`src/hw/rtl/lrfbs_pkg.sv`:
```
`timescale 1ns / 1ps

package lrfbs_pkg;

  localparam int unsigned CoordBitsDefault = 9;
  localparam int unsigned QueueDepth       = 2;

  // configuration register indexes
  localparam int unsigned CfgIdxW = 3;
  localparam logic [CfgIdxW-1:0] CfgColorMode    = 3'd0;
  localparam logic [CfgIdxW-1:0] CfgPanelWidth   = 3'd1;
  localparam logic [CfgIdxW-1:0] CfgPanelHeight  = 3'd2;
  localparam logic [CfgIdxW-1:0] CfgColumnOffset = 3'd3;
  localparam logic [CfgIdxW-1:0] CfgRowOffset    = 3'd4;
  localparam int unsigned CfgDataW = 9;

  // color modes
  localparam logic [1:0] ModeRgb666 = 2'd0;
  localparam logic [1:0] ModeRgb565 = 2'd1;
  localparam logic [1:0] ModeRgb444 = 2'd2;

  localparam logic [8:0] PanelWidthReset  = 9'd128;
  localparam logic [8:0] PanelHeightReset = 9'd160;

  // panel command bytes
  localparam logic [7:0] CmdCaset = 8'h2a;
  localparam logic [7:0] CmdRaset = 8'h2b;
  localparam logic [7:0] CmdRamwr = 8'h2c;
  localparam logic [7:0] CmdNop   = 8'h00;

  // input item modes
  localparam logic ModeRequest = 1'b0;
  localparam logic ModeTick    = 1'b1;

  typedef struct packed {
    logic       mode;
    logic [8:0] col_a;
    logic [8:0] row_a;
    logic [8:0] col_b;
    logic [8:0] row_b;
    logic [7:0] red;
    logic [7:0] green;
    logic [7:0] blue;
  } in_item_t;

  typedef struct packed {
    logic [7:0] link_byte;
    logic       is_data;
    logic       frame_end;
    logic       fill_done;
  } out_item_t;

  typedef struct packed {
    logic [1:0] color_mode;
    logic [8:0] panel_width;
    logic [8:0] panel_height;
    logic [7:0] column_offset;
    logic [7:0] row_offset;
  } cfg_t;

endpackage

```
`src/hw/rtl/lrfbs_front.sv`:
```
`timescale 1ns / 1ps

module lrfbs_front #(
  parameter int unsigned CoordBits = lrfbs_pkg::CoordBitsDefault,
  parameter int unsigned EntryW    = 1 + 4 * CoordBits + 24
) (
  input  lrfbs_pkg::cfg_t     cfg_i,
  input  lrfbs_pkg::in_item_t in_data_i,
  output logic [EntryW-1:0]   entry_o
);

  localparam int unsigned CmpW = (CoordBits > 9) ? CoordBits : 9;

  typedef struct packed {
    logic                 tick;
    logic [CoordBits-1:0] col_lo;
    logic [CoordBits-1:0] col_hi;
    logic [CoordBits-1:0] row_lo;
    logic [CoordBits-1:0] row_hi;
    logic [7:0]           pix0;
    logic [7:0]           pix1;
    logic [7:0]           pix2;
  } entry_t;

  logic [CoordBits-1:0] x1, x2, y1, y2;
  logic [CoordBits-1:0] xs_lo, xs_hi, ys_lo, ys_hi;
  logic [8:0]           w_last, h_last;
  logic [7:0]           r, g, b;
  entry_t               ent;

  always_comb begin
    x1 = CoordBits'(in_data_i.col_a);
    y1 = CoordBits'(in_data_i.row_a);
    x2 = CoordBits'(in_data_i.col_b);
    y2 = CoordBits'(in_data_i.row_b);

    // put corners in order
    xs_lo = (x1 > x2) ? x2 : x1;
    xs_hi = (x1 > x2) ? x1 : x2;
    ys_lo = (y1 > y2) ? y2 : y1;
    ys_hi = (y1 > y2) ? y1 : y2;

    // zero panel size counts as one
    w_last = (cfg_i.panel_width == 9'd0) ? 9'd0 : cfg_i.panel_width - 9'd1;
    h_last = (cfg_i.panel_height == 9'd0) ? 9'd0 : cfg_i.panel_height - 9'd1;
    if (CmpW'(xs_hi) > CmpW'(w_last)) begin
      xs_hi = CoordBits'(w_last);
    end
    if (CmpW'(ys_hi) > CmpW'(h_last)) begin
      ys_hi = CoordBits'(h_last);
    end

    r = in_data_i.red;
    g = in_data_i.green;
    b = in_data_i.blue;

    ent.tick   = (in_data_i.mode == lrfbs_pkg::ModeTick);
    ent.col_lo = xs_lo;
    ent.col_hi = xs_hi;
    ent.row_lo = ys_lo;
    ent.row_hi = ys_hi;
    unique case (cfg_i.color_mode)
      lrfbs_pkg::ModeRgb565: begin
        ent.pix0 = {r[7:3], g[7:5]};
        ent.pix1 = {g[4:2], b[7:3]};
        ent.pix2 = 8'hff;
      end
      lrfbs_pkg::ModeRgb444: begin
        ent.pix0 = {r[7:4], g[7:4]};
        ent.pix1 = {b[7:4], r[7:4]};
        ent.pix2 = {g[7:4], b[7:4]};
      end
      default: begin
        ent.pix0 = {r[7:2], 2'b00};
        ent.pix1 = {g[7:2], 2'b00};
        ent.pix2 = {b[7:2], 2'b00};
      end
    endcase
  end

  assign entry_o = EntryW'(ent);

endmodule

```
`src/hw/rtl/lrfbs_fifo.sv`:
```
`timescale 1ns / 1ps

module lrfbs_fifo #(
  parameter int unsigned Width = 8,
  parameter int unsigned Depth = lrfbs_pkg::QueueDepth
) (
  input  logic             clk_i,
  input  logic             rst_ni,
  input  logic             push_i,
  input  logic [Width-1:0] push_data_i,
  output logic             full_o,
  input  logic             pop_i,
  output logic             valid_o,
  output logic [Width-1:0] pop_data_o
);

  localparam int unsigned PtrW = (Depth > 1) ? $clog2(Depth) : 1;
  localparam int unsigned CntW = $clog2(Depth + 1);

  logic [Width-1:0] mem_q [Depth];
  logic [PtrW-1:0]  wr_ptr_q, wr_ptr_d, rd_ptr_q, rd_ptr_d;
  logic [CntW-1:0]  count_q, count_d;
  logic             do_push, do_pop;

  assign full_o     = (count_q == CntW'(Depth));
  assign valid_o    = (count_q != '0);
  assign pop_data_o = mem_q[rd_ptr_q];
  assign do_push    = push_i && !full_o;
  assign do_pop     = pop_i && valid_o;

  always_comb begin
    wr_ptr_d = wr_ptr_q;
    rd_ptr_d = rd_ptr_q;
    count_d  = count_q;
    if (do_push) begin
      wr_ptr_d = (wr_ptr_q == PtrW'(Depth - 1)) ? '0 : wr_ptr_q + 1'b1;
    end
    if (do_pop) begin
      rd_ptr_d = (rd_ptr_q == PtrW'(Depth - 1)) ? '0 : rd_ptr_q + 1'b1;
    end
    if (do_push && !do_pop) begin
      count_d = count_q + 1'b1;
    end else if (do_pop && !do_push) begin
      count_d = count_q - 1'b1;
    end
  end

  always_ff @(posedge clk_i or negedge rst_ni) begin
    if (!rst_ni) begin
      wr_ptr_q <= '0;
      rd_ptr_q <= '0;
      count_q  <= '0;
    end else begin
      wr_ptr_q <= wr_ptr_d;
      rd_ptr_q <= rd_ptr_d;
      count_q  <= count_d;
    end
  end

  always_ff @(posedge clk_i) begin
    if (do_push) begin
      mem_q[wr_ptr_q] <= push_data_i;
    end
  end

endmodule

```
`src/hw/rtl/lrfbs_back.sv`:
```
`timescale 1ns / 1ps

module lrfbs_back #(
  parameter int unsigned CoordBits = lrfbs_pkg::CoordBitsDefault,
  parameter int unsigned EntryW    = 1 + 4 * CoordBits + 24
) (
  input  logic                 clk_i,
  input  logic                 rst_ni,
  input  lrfbs_pkg::cfg_t      cfg_i,
  input  logic                 entry_valid_i,
  input  logic [EntryW-1:0]    entry_i,
  output logic                 entry_pop_o,
  output logic                 out_valid_o,
  input  logic                 out_ready_i,
  output lrfbs_pkg::out_item_t out_data_o
);

  typedef struct packed {
    logic                 tick;
    logic [CoordBits-1:0] col_lo;
    logic [CoordBits-1:0] col_hi;
    logic [CoordBits-1:0] row_lo;
    logic [CoordBits-1:0] row_hi;
    logic [7:0]           pix0;
    logic [7:0]           pix1;
    logic [7:0]           pix2;
  } entry_t;

  localparam logic [3:0] PhIdle   = 4'd0;
  localparam logic [3:0] PhCaset  = 4'd1;
  localparam logic [3:0] PhCwords = 4'd2;
  localparam logic [3:0] PhRaset  = 4'd3;
  localparam logic [3:0] PhRwords = 4'd4;
  localparam logic [3:0] PhNop1   = 4'd5;
  localparam logic [3:0] PhRamwr  = 4'd6;
  localparam logic [3:0] PhPixels = 4'd7;
  localparam logic [3:0] PhNop2   = 4'd8;

  entry_t ent;

  logic [3:0]           phase_q, phase_d;
  logic [2:0]           step_q, step_d, step_inc, bpp;
  logic [CoordBits-1:0] col_q, col_d, row_q, row_d;
  logic [CoordBits-1:0] col_lo_q, col_hi_q, row_lo_q, row_hi_q;
  logic [7:0]           pix0_q, pix1_q, pix2_q, pix_byte;
  logic                 load;
  logic                 out_valid_q, out_valid_d;
  lrfbs_pkg::out_item_t out_q, out_d;
  logic [15:0]          cword, rword;
  logic [7:0]           cbyte, rbyte;

  function automatic lrfbs_pkg::out_item_t mk_out(logic [7:0] b, logic d, logic fe, logic fd);
    lrfbs_pkg::out_item_t o;
    o.link_byte = b;
    o.is_data   = d;
    o.frame_end = fe;
    o.fill_done = fd;
    return o;
  endfunction

  assign ent = entry_t'(entry_i);

  // window words with the controller offset added, high byte first
  assign cword = 16'(step_q[1] ? col_hi_q : col_lo_q) + 16'(cfg_i.column_offset);
  assign rword = 16'(step_q[1] ? row_hi_q : row_lo_q) + 16'(cfg_i.row_offset);
  assign cbyte = step_q[0] ? cword[7:0] : cword[15:8];
  assign rbyte = step_q[0] ? rword[7:0] : rword[15:8];

  assign step_inc = step_q + 3'd1;
  assign bpp      = (cfg_i.color_mode == lrfbs_pkg::ModeRgb565) ? 3'd2 : 3'd3;
  assign pix_byte = (step_q == 3'd0) ? pix0_q : (step_q == 3'd1) ? pix1_q : pix2_q;

  assign entry_pop_o = entry_valid_i && (!out_valid_q || out_ready_i);
  assign out_valid_o = out_valid_q;
  assign out_data_o  = out_q;

  always_comb begin
    phase_d     = phase_q;
    step_d      = step_q;
    col_d       = col_q;
    row_d       = row_q;
    load        = 1'b0;
    out_valid_d = out_valid_q && !out_ready_i;
    out_d       = out_q;
    if (entry_pop_o) begin
      if (!ent.tick) begin
        // a request while busy is dropped
        if (phase_q == PhIdle) begin
          load    = 1'b1;
          step_d  = 3'd0;
          col_d   = ent.col_lo;
          row_d   = ent.row_lo;
          phase_d = PhCaset;
        end
      end else begin
        unique case (phase_q)
          PhCaset: begin
            out_valid_d = 1'b1;
            out_d       = mk_out(lrfbs_pkg::CmdCaset, 1'b0, 1'b0, 1'b0);
            step_d      = 3'd0;
            phase_d     = PhCwords;
          end
          PhCwords: begin
            out_valid_d = 1'b1;
            out_d       = mk_out(cbyte, 1'b1, 1'b0, 1'b0);
            step_d      = step_inc;
            if (step_inc >= 3'd4) begin
              step_d  = 3'd0;
              phase_d = PhRaset;
            end
          end
          PhRaset: begin
            out_valid_d = 1'b1;
            out_d       = mk_out(lrfbs_pkg::CmdRaset, 1'b0, 1'b0, 1'b0);
            step_d      = 3'd0;
            phase_d     = PhRwords;
          end
          PhRwords: begin
            out_valid_d = 1'b1;
            out_d       = mk_out(rbyte, 1'b1, 1'b0, 1'b0);
            step_d      = step_inc;
            if (step_inc >= 3'd4) begin
              step_d  = 3'd0;
              phase_d = PhNop1;
            end
          end
          PhNop1: begin
            out_valid_d = 1'b1;
            out_d       = mk_out(lrfbs_pkg::CmdNop, 1'b0, 1'b1, 1'b0);
            phase_d     = PhRamwr;
          end
          PhRamwr: begin
            out_valid_d = 1'b1;
            out_d       = mk_out(lrfbs_pkg::CmdRamwr, 1'b0, 1'b0, 1'b0);
            step_d      = 3'd0;
            col_d       = col_lo_q;
            row_d       = row_lo_q;
            // empty window skips straight to the closing no-op
            if (col_lo_q > col_hi_q || row_lo_q > row_hi_q) begin
              phase_d = PhNop2;
            end else begin
              phase_d = PhPixels;
            end
          end
          PhPixels: begin
            out_valid_d = 1'b1;
            out_d       = mk_out(pix_byte, 1'b1, 1'b0, 1'b0);
            step_d      = step_inc;
            if (step_inc >= bpp) begin
              step_d = 3'd0;
              if (col_q >= col_hi_q) begin
                col_d = col_lo_q;
                if (row_q >= row_hi_q) begin
                  phase_d = PhNop2;
                end else begin
                  row_d = row_q + 1'b1;
                end
              end else begin
                col_d = col_q + 1'b1;
              end
            end
          end
          PhNop2: begin
            out_valid_d = 1'b1;
            out_d       = mk_out(lrfbs_pkg::CmdNop, 1'b0, 1'b1, 1'b1);
            step_d      = 3'd0;
            phase_d     = PhIdle;
          end
          default: begin
            phase_d = PhIdle;
          end
        endcase
      end
    end
  end

  always_ff @(posedge clk_i or negedge rst_ni) begin
    if (!rst_ni) begin
      phase_q     <= PhIdle;
      step_q      <= '0;
      col_q       <= '0;
      row_q       <= '0;
      out_valid_q <= 1'b0;
    end else begin
      phase_q     <= phase_d;
      step_q      <= step_d;
      col_q       <= col_d;
      row_q       <= row_d;
      out_valid_q <= out_valid_d;
    end
  end

  always_ff @(posedge clk_i) begin
    out_q <= out_d;
    if (load) begin
      col_lo_q <= ent.col_lo;
      col_hi_q <= ent.col_hi;
      row_lo_q <= ent.row_lo;
      row_hi_q <= ent.row_hi;
      pix0_q   <= ent.pix0;
      pix1_q   <= ent.pix1;
      pix2_q   <= ent.pix2;
    end
  end

endmodule

```
`src/hw/rtl/lcd_rect_fill_byte_sequencer_top.sv`:
```
`timescale 1ns / 1ps

// Rectangle fill byte sequencer for a serial TFT panel. A fill request (mode 0) orders the
// corners, clips the far column and row to the panel size and packs the color; each later
// tick (mode 1) yields one link byte with its data/command flag: column and row window
// words closed by a no-op, then memory-write, the pixel bytes and a closing no-op flagged
// fill_done. Requests while a fill runs and ticks while idle produce nothing. One item is
// taken per clock while the queue has room: the front end classifies and precomputes into
// a two-entry queue, the sequencer pops one entry per cycle into a single output register,
// so a byte appears in the cycle after its tick is popped and an output stall only backs
// up the queue. Configuration is a register write and is expected only while idle.
module lcd_rect_fill_byte_sequencer_top #(
  parameter int unsigned CoordBits = lrfbs_pkg::CoordBitsDefault
) (
  input  logic                                clk_i,
  input  logic                                rst_ni,
  input  logic                                in_valid_i,
  output logic                                in_ready_o,
  input  lrfbs_pkg::in_item_t                 in_data_i,
  output logic                                out_valid_o,
  input  logic                                out_ready_i,
  output lrfbs_pkg::out_item_t                out_data_o,
  input  logic                                cfg_valid_i,
  output logic                                cfg_ready_o,
  input  logic [lrfbs_pkg::CfgIdxW-1:0]       cfg_index_i,
  input  logic [lrfbs_pkg::CfgDataW-1:0]      cfg_data_i
);

  localparam int unsigned EntryW = 1 + 4 * CoordBits + 24;

  lrfbs_pkg::cfg_t   cfg_q, cfg_d;
  logic [EntryW-1:0] push_entry, pop_entry;
  logic              q_full, q_valid, q_pop;

  assign cfg_ready_o = 1'b1;

  always_comb begin
    cfg_d = cfg_q;
    if (cfg_valid_i) begin
      unique case (cfg_index_i)
        lrfbs_pkg::CfgColorMode:    cfg_d.color_mode    = cfg_data_i[1:0];
        lrfbs_pkg::CfgPanelWidth:   cfg_d.panel_width   = cfg_data_i[8:0];
        lrfbs_pkg::CfgPanelHeight:  cfg_d.panel_height  = cfg_data_i[8:0];
        lrfbs_pkg::CfgColumnOffset: cfg_d.column_offset = cfg_data_i[7:0];
        lrfbs_pkg::CfgRowOffset:    cfg_d.row_offset    = cfg_data_i[7:0];
        default: ;
      endcase
    end
  end

  always_ff @(posedge clk_i or negedge rst_ni) begin
    if (!rst_ni) begin
      cfg_q.color_mode    <= lrfbs_pkg::ModeRgb666;
      cfg_q.panel_width   <= lrfbs_pkg::PanelWidthReset;
      cfg_q.panel_height  <= lrfbs_pkg::PanelHeightReset;
      cfg_q.column_offset <= '0;
      cfg_q.row_offset    <= '0;
    end else begin
      cfg_q <= cfg_d;
    end
  end

  assign in_ready_o = !q_full;

  lrfbs_front #(
    .CoordBits (CoordBits),
    .EntryW    (EntryW)
  ) u_front (
    .cfg_i     (cfg_q),
    .in_data_i (in_data_i),
    .entry_o   (push_entry)
  );

  lrfbs_fifo #(
    .Width (EntryW),
    .Depth (lrfbs_pkg::QueueDepth)
  ) u_fifo (
    .clk_i       (clk_i),
    .rst_ni      (rst_ni),
    .push_i      (in_valid_i),
    .push_data_i (push_entry),
    .full_o      (q_full),
    .pop_i       (q_pop),
    .valid_o     (q_valid),
    .pop_data_o  (pop_entry)
  );

  lrfbs_back #(
    .CoordBits (CoordBits),
    .EntryW    (EntryW)
  ) u_back (
    .clk_i         (clk_i),
    .rst_ni        (rst_ni),
    .cfg_i         (cfg_q),
    .entry_valid_i (q_valid),
    .entry_i       (pop_entry),
    .entry_pop_o   (q_pop),
    .out_valid_o   (out_valid_o),
    .out_ready_i   (out_ready_i),
    .out_data_o    (out_data_o)
  );

endmodule

```
`config.mk`:
```
export PLATFORM = sky130hd
export DESIGN_NAME = lcd_rect_fill_byte_sequencer_top
export DESIGN_NICKNAME = d
export VERILOG_FILES = /design/src/hw/rtl/lrfbs_pkg.sv /design/src/hw/rtl/lrfbs_front.sv /design/src/hw/rtl/lrfbs_fifo.sv /design/src/hw/rtl/lrfbs_back.sv /design/src/hw/rtl/lcd_rect_fill_byte_sequencer_top.sv
export SDC_FILE = /design/constraint.sdc
export NUM_CORES = 1
export LEC_CHECK = 0
export ABC_CLOCK_PERIOD_IN_PS = 4000
export BUFFER_PORTS_ARGS = -buffer_cell sky130_fd_sc_hd__buf_4
export CAP_MARGIN = 20
export CORE_ASPECT_RATIO = 2
export CORE_MARGIN = 2
export CORE_UTILIZATION = 61
export DETAILED_ROUTE_END_ITERATION = 8
export PLACE_DENSITY = 0.81
export SLEW_MARGIN = 10
export SYNTH_ARGS = -nofsm -noshare
export SYNTH_HDL_FRONTEND = slang
export SYNTH_SLANG_ARGS = --single-unit
```
`constraint.sdc`:
```
create_clock -name clk_i -period 4 [get_ports clk_i]
set_input_delay 0.8 -clock clk_i [delete_from_list [all_inputs] [get_ports clk_i]]
set_output_delay 0.8 -clock clk_i [all_outputs]
set_load 0.005 [all_outputs]
```
After elaboration in Yosys (flattened, before gate mapping). Memories as Yosys holds them, arrays and structs flattened. Cells that the tools add are included.

$add $sub $neg: 11. Multipliers: 0. Divide/modulo/power cells: 0. Magnitude comparators: 10. Equal/unequal tests: 24. Shifts and indexed selects: 0. Mux-type cells: 54. Bitwise logic cells: 0. Reductions and logical operators: 35.

Operators with widths (number): $mux 9 (19); $pmux 11 s8 (1); $gt 9x9->1 (6); $pmux 20 s2 (1); $pmux 9 s2 (2); $add 16x8->16 (2); $mux 4 (8); $mux 8 (4); $pmux 4 s7 (1); $ne 3x3->1 const B (7); $add 9x1->9 const B (2); $ge 9x9->1 (2); $logic_not 9->1 (2); $sub 9x1->9 const B (2); $eq 4x3->1 const B (4); $mux 3 (4); $mux 1 (11); $reduce_and 2->1 (5); $pmux 3 s3 (1); $eq 4x2->1 const B (2); $reduce_bool 8->1 (1); $reduce_or 8->1 (1); $reduce_and 7->1 (1); $eq 3x1->1 const B (2); other kinds (25) (43).

Flip-flop bits (word level): 137. Latch bits: 0. RAM bits: 122. Bits in read-only memories: 0. Logic and storage cells: 159. Memories kept: 1.

Memory list: u_fifo.mem_q (words 2, width 61, read ports 1, clocked after Yosys merged registers in 0, wr ports 1, RTL line lrfbs_fifo.sv:20) `logic [Width-1:0] mem_q [Depth];`.

Logic depth before layout (Yosys ltp).
Depth in word-level cells: 7. Mapped depth: 18. Gate-level depth less buffers: 17.

Hierarchy. From an unflattened synthesis, not the netlist that was laid out.

Cell total of the unflattened synthesis: 1264. Area total of the unflattened synthesis: 14940.6 um^2.

Modules (own cells, without submodules): lrfbs_back (times used 1, cells an instance 597, area each 6149.6 um^2, seq. area each 2782.7 um^2); lrfbs_fifo (times used 1, cells an instance 209, area each 4901.0 um^2, seq. area each 3763.6 um^2); lrfbs_front (times used 1, cells an instance 375, area each 2469.9 um^2, seq. area each 0.0 um^2); lcd_rect_fill_byte_sequencer_top (times used 1, cells an instance 83, area each 1420.1 um^2, seq. area each 904.6 um^2).

Worst setup path before layout. OpenSTA, ideal clock, no wires.

Path kind: input -> register. Start: in in_data_i[34] (netlist bit). End: mem u_fifo.mem_q[0][45] (netlist bit), data pin. Arrival: 4055 ps. Required time: 3738 ps. Setup slack: -317 ps. Stages on the path: 17. Buffers on the path: 1. Cells stage by stage: inv_1 > ha_1 > nor2b_1 > o211ai_2 > nand3_1 > a221o_1 > o31a_1 > buf_2 > mux2_2 > ha_1 > nor2b_1 > o21a_1 > o21a_1 > o21a_1 > o41ai_1 > a21oi_2 > mux2_4.

Longest elaborated chain between the ends: 4.

Ends and longest elaborated chain: start: declaration (RTL line lcd_rect_fill_byte_sequencer_top.sv:19) `input lrfbs_pkg::in_item_t in_data_i,`; $gt 9x9->1 (RTL line lrfbs_front.sv:39) `xs_hi = (x1 > x2) ? x1 : x2;`; $mux 9 * (RTL line lrfbs_front.sv:39); $gt 9x9->1 (RTL line lrfbs_front.sv:46) `if (CmpW'(xs_hi) > CmpW'(w_last)) begin`; $mux 9 * (RTL line lrfbs_front.sv:46); via push_entry[45] (RTL line lcd_rect_fill_byte_sequencer_top.sv:32) `logic [EntryW-1:0] push_entry, pop_entry;`; end: declaration (RTL line lrfbs_fifo.sv:20).

Mark *: on every way through the listed nets, which the timed path passes. The rest lies on a longest branch.

Worst setup path in the final report.
Start: in in_data_i[34] (netlist bit). End: mem u_fifo.mem_q[1][45] (netlist bit), data pin.

Same word-level chain as after synthesis.

==> impl_metrics.ini <==
[synthesis]
synth_area_sq_um = 14300
synth_commonest_cells = 193 x edfxtp_1, 126 x mux2_2, 99 x ha_1
synthArstFlopShare = 0.255
yosys.area_share.simple = 0.0881
syn_area_per_cell_sq_um = 11.9
yosysSeqAreaShare = 0.521
synthTopCellsByArea = edfxtp_1 41%, dfrtp_1 11%, mux2_2 9.9%
synth_compound_area_frac = 0.111
synthXorXnorAreaFrac = 0.0276
synth_seq_cells = 259
yosysMostFrequentCell = edfxtp_1
ys_warn_count = 0
synth_fp_nets = 1383
yosys.area.top_type_share = 0.406
synthFlopType = edfxtp_1
synth_cells = 1204
synth_edf_count = 193
synth_area_leader_cell = edfxtp_1
synthMuxAreaShare = 0.126
synth.distinct_cells = 73
synth_adder_area_share = 0.0895
synth_top_family_by_area = multiplexers

[setup_path]
cp_cell_sequence = buf_4 -> inv_6 -> ha_4 -> nor2b_4 -> o211ai_2 -> nand3_1 -> a221o_1 -> o31a_1 -> mux2_4 -> ha_4 -> nor2b_1 -> o21a_1 -> o21a_1 -> o21a_1 -> o41ai_4 -> a21oi_4 -> mux2_4
crit_family = compound AO/OA/AOI/OAI gates
cpMostUsedCell = o21a_1
arrival_ns = 4.08
timing.rr.start = cfg_q[28]
endpoint_kind = register
worst_ep_required_time_ns = 4.27
critPathMaxStageDelay_ns = 0.37
path_class = input pin to register
path_max_fanout = 5
start_kind = input pin
cp-startpoint = in_data_i[34]
critPathSlowestCell = o41ai_4
cp_num_buf_inv = 2

[floorplanning]
coreArea_sq_um = 23100
fp-row-count = 79
start_util = 0.618
io_pins = 92
die_y_um = 220
dieWidth_um = 112
die-area_sq_um = 24700

[timing]
timing.final.ws_setup_ns = 0.181
fin_crit_sh = 0.955
final-setup-viol-count = 0
fin_skew_ns = 0.0134
rsz0062_at_grt = no
worstMarginPinSlew_ns = 0.973
max_freq_ghz = 0.262
layout_min_cycle_time_ns = 3.82
hold_viol = 0
relSlewSlack = 0.352
final_max_slew_viol_count = 0

[power]
leakagePower_nw = 6.69
powerDensity_nw_per_um2 = 681
ir_drop_uv = 917

[flow_run]
cap_violations = 0

[detailed_routing]
wl_um = 33700
route.vias.total = 10083
drc_errors = 0
wl_per_cell_um = 20.6
ant_nets = 0
drt-initial-drc-count = 666
first_pass_iters = 5
via_per_inst = 6.16

[finish]
fin_area_sq_um = 16500
antenna_cells = 0
nFillCells = 1628
layout.nets = 1515
layout-drive-gt1-share = 0.262
syn_to_final_growth_pct = 15.3

[cts]
cts_tree = done
cts_buffer_depth = 3
cts_buffers = 23
cts_root_buffer = clkbuf_16
ctsHoldBuffers = 0
clock-sinks = 259
clk_pin_slew_worst_paths_ns = 0.06
htreeDepth = 1
clk_latency_ns = 0.53

[place]
finalWeightedCongestion = 0.934
dp_slack_ns = -0.417
dp_hpwl_um = 24500
placed_area_sq_um = 15700
io_buffer_count = 84

[global_route]
grt_pass1_vias = 10216
grtUsageTotal = 0.269
grt_max_degree = 67
grt_first_pass_wirelength_um = 52100
antenna_found_initial = 0
grt_overflow = 0

[status]
status = complete, no violations

[worst_hold_path]
hold_path_class = input pin to async pin
## metrics by stage
step	instances	hold slack, ns	setup TNS [ns]	utilization	total power [mW]
after floorplan	1204	0.461	-1.44	-	7.64
after global placement	1594	0.485	-6.18	0.680	8.83
after detailed placement	1594	0.496	-10.37	0.680	9.04
after CTS	1636	0.445	0	0.711	11.2
after global routing	1636	0.451	0	0.713	11.8
final	1636	0.407	0	0.713	11.2
## timing repair
| item | in CTS | in global routing |
|---|---|---|
| gates resized for setup | 0 | 6 |
| setup endpoints to repair | 0 | 10 |
| buffers inserted | 0 | 0 |
## logic make-up after synthesis
group | count (synthesis)
simple gates | 265
flops | 259
compound gates | 245
mux | 162
buf+inv | 126
fa+ha+maj | 101
xor+xnor | 45
other cells | 1
## final cells by class
type,count,area [sq um],share of cell area
flip-flops and latches,259,7450,0.452
multi-input cells,819,6480,0.393
repair buffers,155,1180,0.0716
clock buffers,31,626,0.0380
well taps,283,354,0.0215
inverters,78,298,0.0181
clock inverters,11,92.6,0.00562
## final timing paths
kind                                       endpoint  slack, ns  cells after the start
max in group asynchronous           u_fifo.rd_ptr_q       2.93                      1
worst min register to register   u_back.out_valid_o       0.51                      2
worst min-delay path                u_back.col_q[4]       0.41                      1
worst max register to register  u_fifo.mem_q[1][45]       0.24                     12
worst max-delay path            u_fifo.mem_q[1][45]       0.18                     17
min in group clk_i              u_fifo.mem_q[1][20]       0.47                      1
## layer usage
metal	vias to the layer above	track usage	part of all wire
met1	4913	0.296	0.36
met5	-	0	0
met3	98	0.0318	0.047
li1	4717	-	-
met2	355	0.501	0.54
met4	0	0.144	0.054
## flip-flops by register name (all words and copies together) (netlist names), 2 cells and up
register,cells
cfg_q,36
u_back.col_hi_q,9
u_back.col_lo_q,9
u_back.col_q,9
u_back.out_data_o,11
u_back.phase_q,4
u_back.pix0_q,8
u_back.pix1_q,8
u_back.pix2_q,8
u_back.row_hi_q,9
u_back.row_lo_q,9
u_back.row_q,9
u_back.step_q,3
u_fifo.count_q,2
u_fifo.mem_q,122
## where the power goes
part	internal [mW]	total, mW	switching (mW)
logic	2.02	4.63	2.61
clock network	1.17	2.13	0.956
registers	3.96	4.47	0.504
## cell usage in the layout, fill, tap and decap left out, types with 6 or more instances in the layout
master | netlist | layout
xnor2_1 | 21 | 21
a211o_1 | 6 | 6
a22oi_1 | 14 | 14
o31ai_1 | 8 | 8
xor2_1 | 24 | 24
nand2b_1 | 13 | 13
mux2_2 | 126 | 124
o211ai_1 | 6 | 6
o21ai_0 | 51 | 50
nand2_1 | 89 | 88
a31oi_1 | 7 | 7
ha_1 | 99 | 94
inv_1 | 78 | 77
o22ai_1 | 8 | 8
edfxtp_1 | 193 | 193
nor2b_1 | 14 | 13
dfrtp_1 | 63 | 62
clkbuf_1 | 28 | 6
nor3_1 | 24 | 24
o21a_1 | 7 | 7
a21o_1 | 8 | 8
o21ai_1 | 11 | 12
mux2i_1 | 32 | 29
o221ai_1 | 6 | 6
buf_4 | 4 | 153
nor2_1 | 58 | 57
nand3_1 | 30 | 30
nand4_1 | 9 | 9
a221o_1 | 6 | 6
clkbuf_16 | 0 | 23
a211oi_1 | 14 | 13
a21oi_1 | 64 | 63
Note: power is estimated with default switching activity, not from simulation.
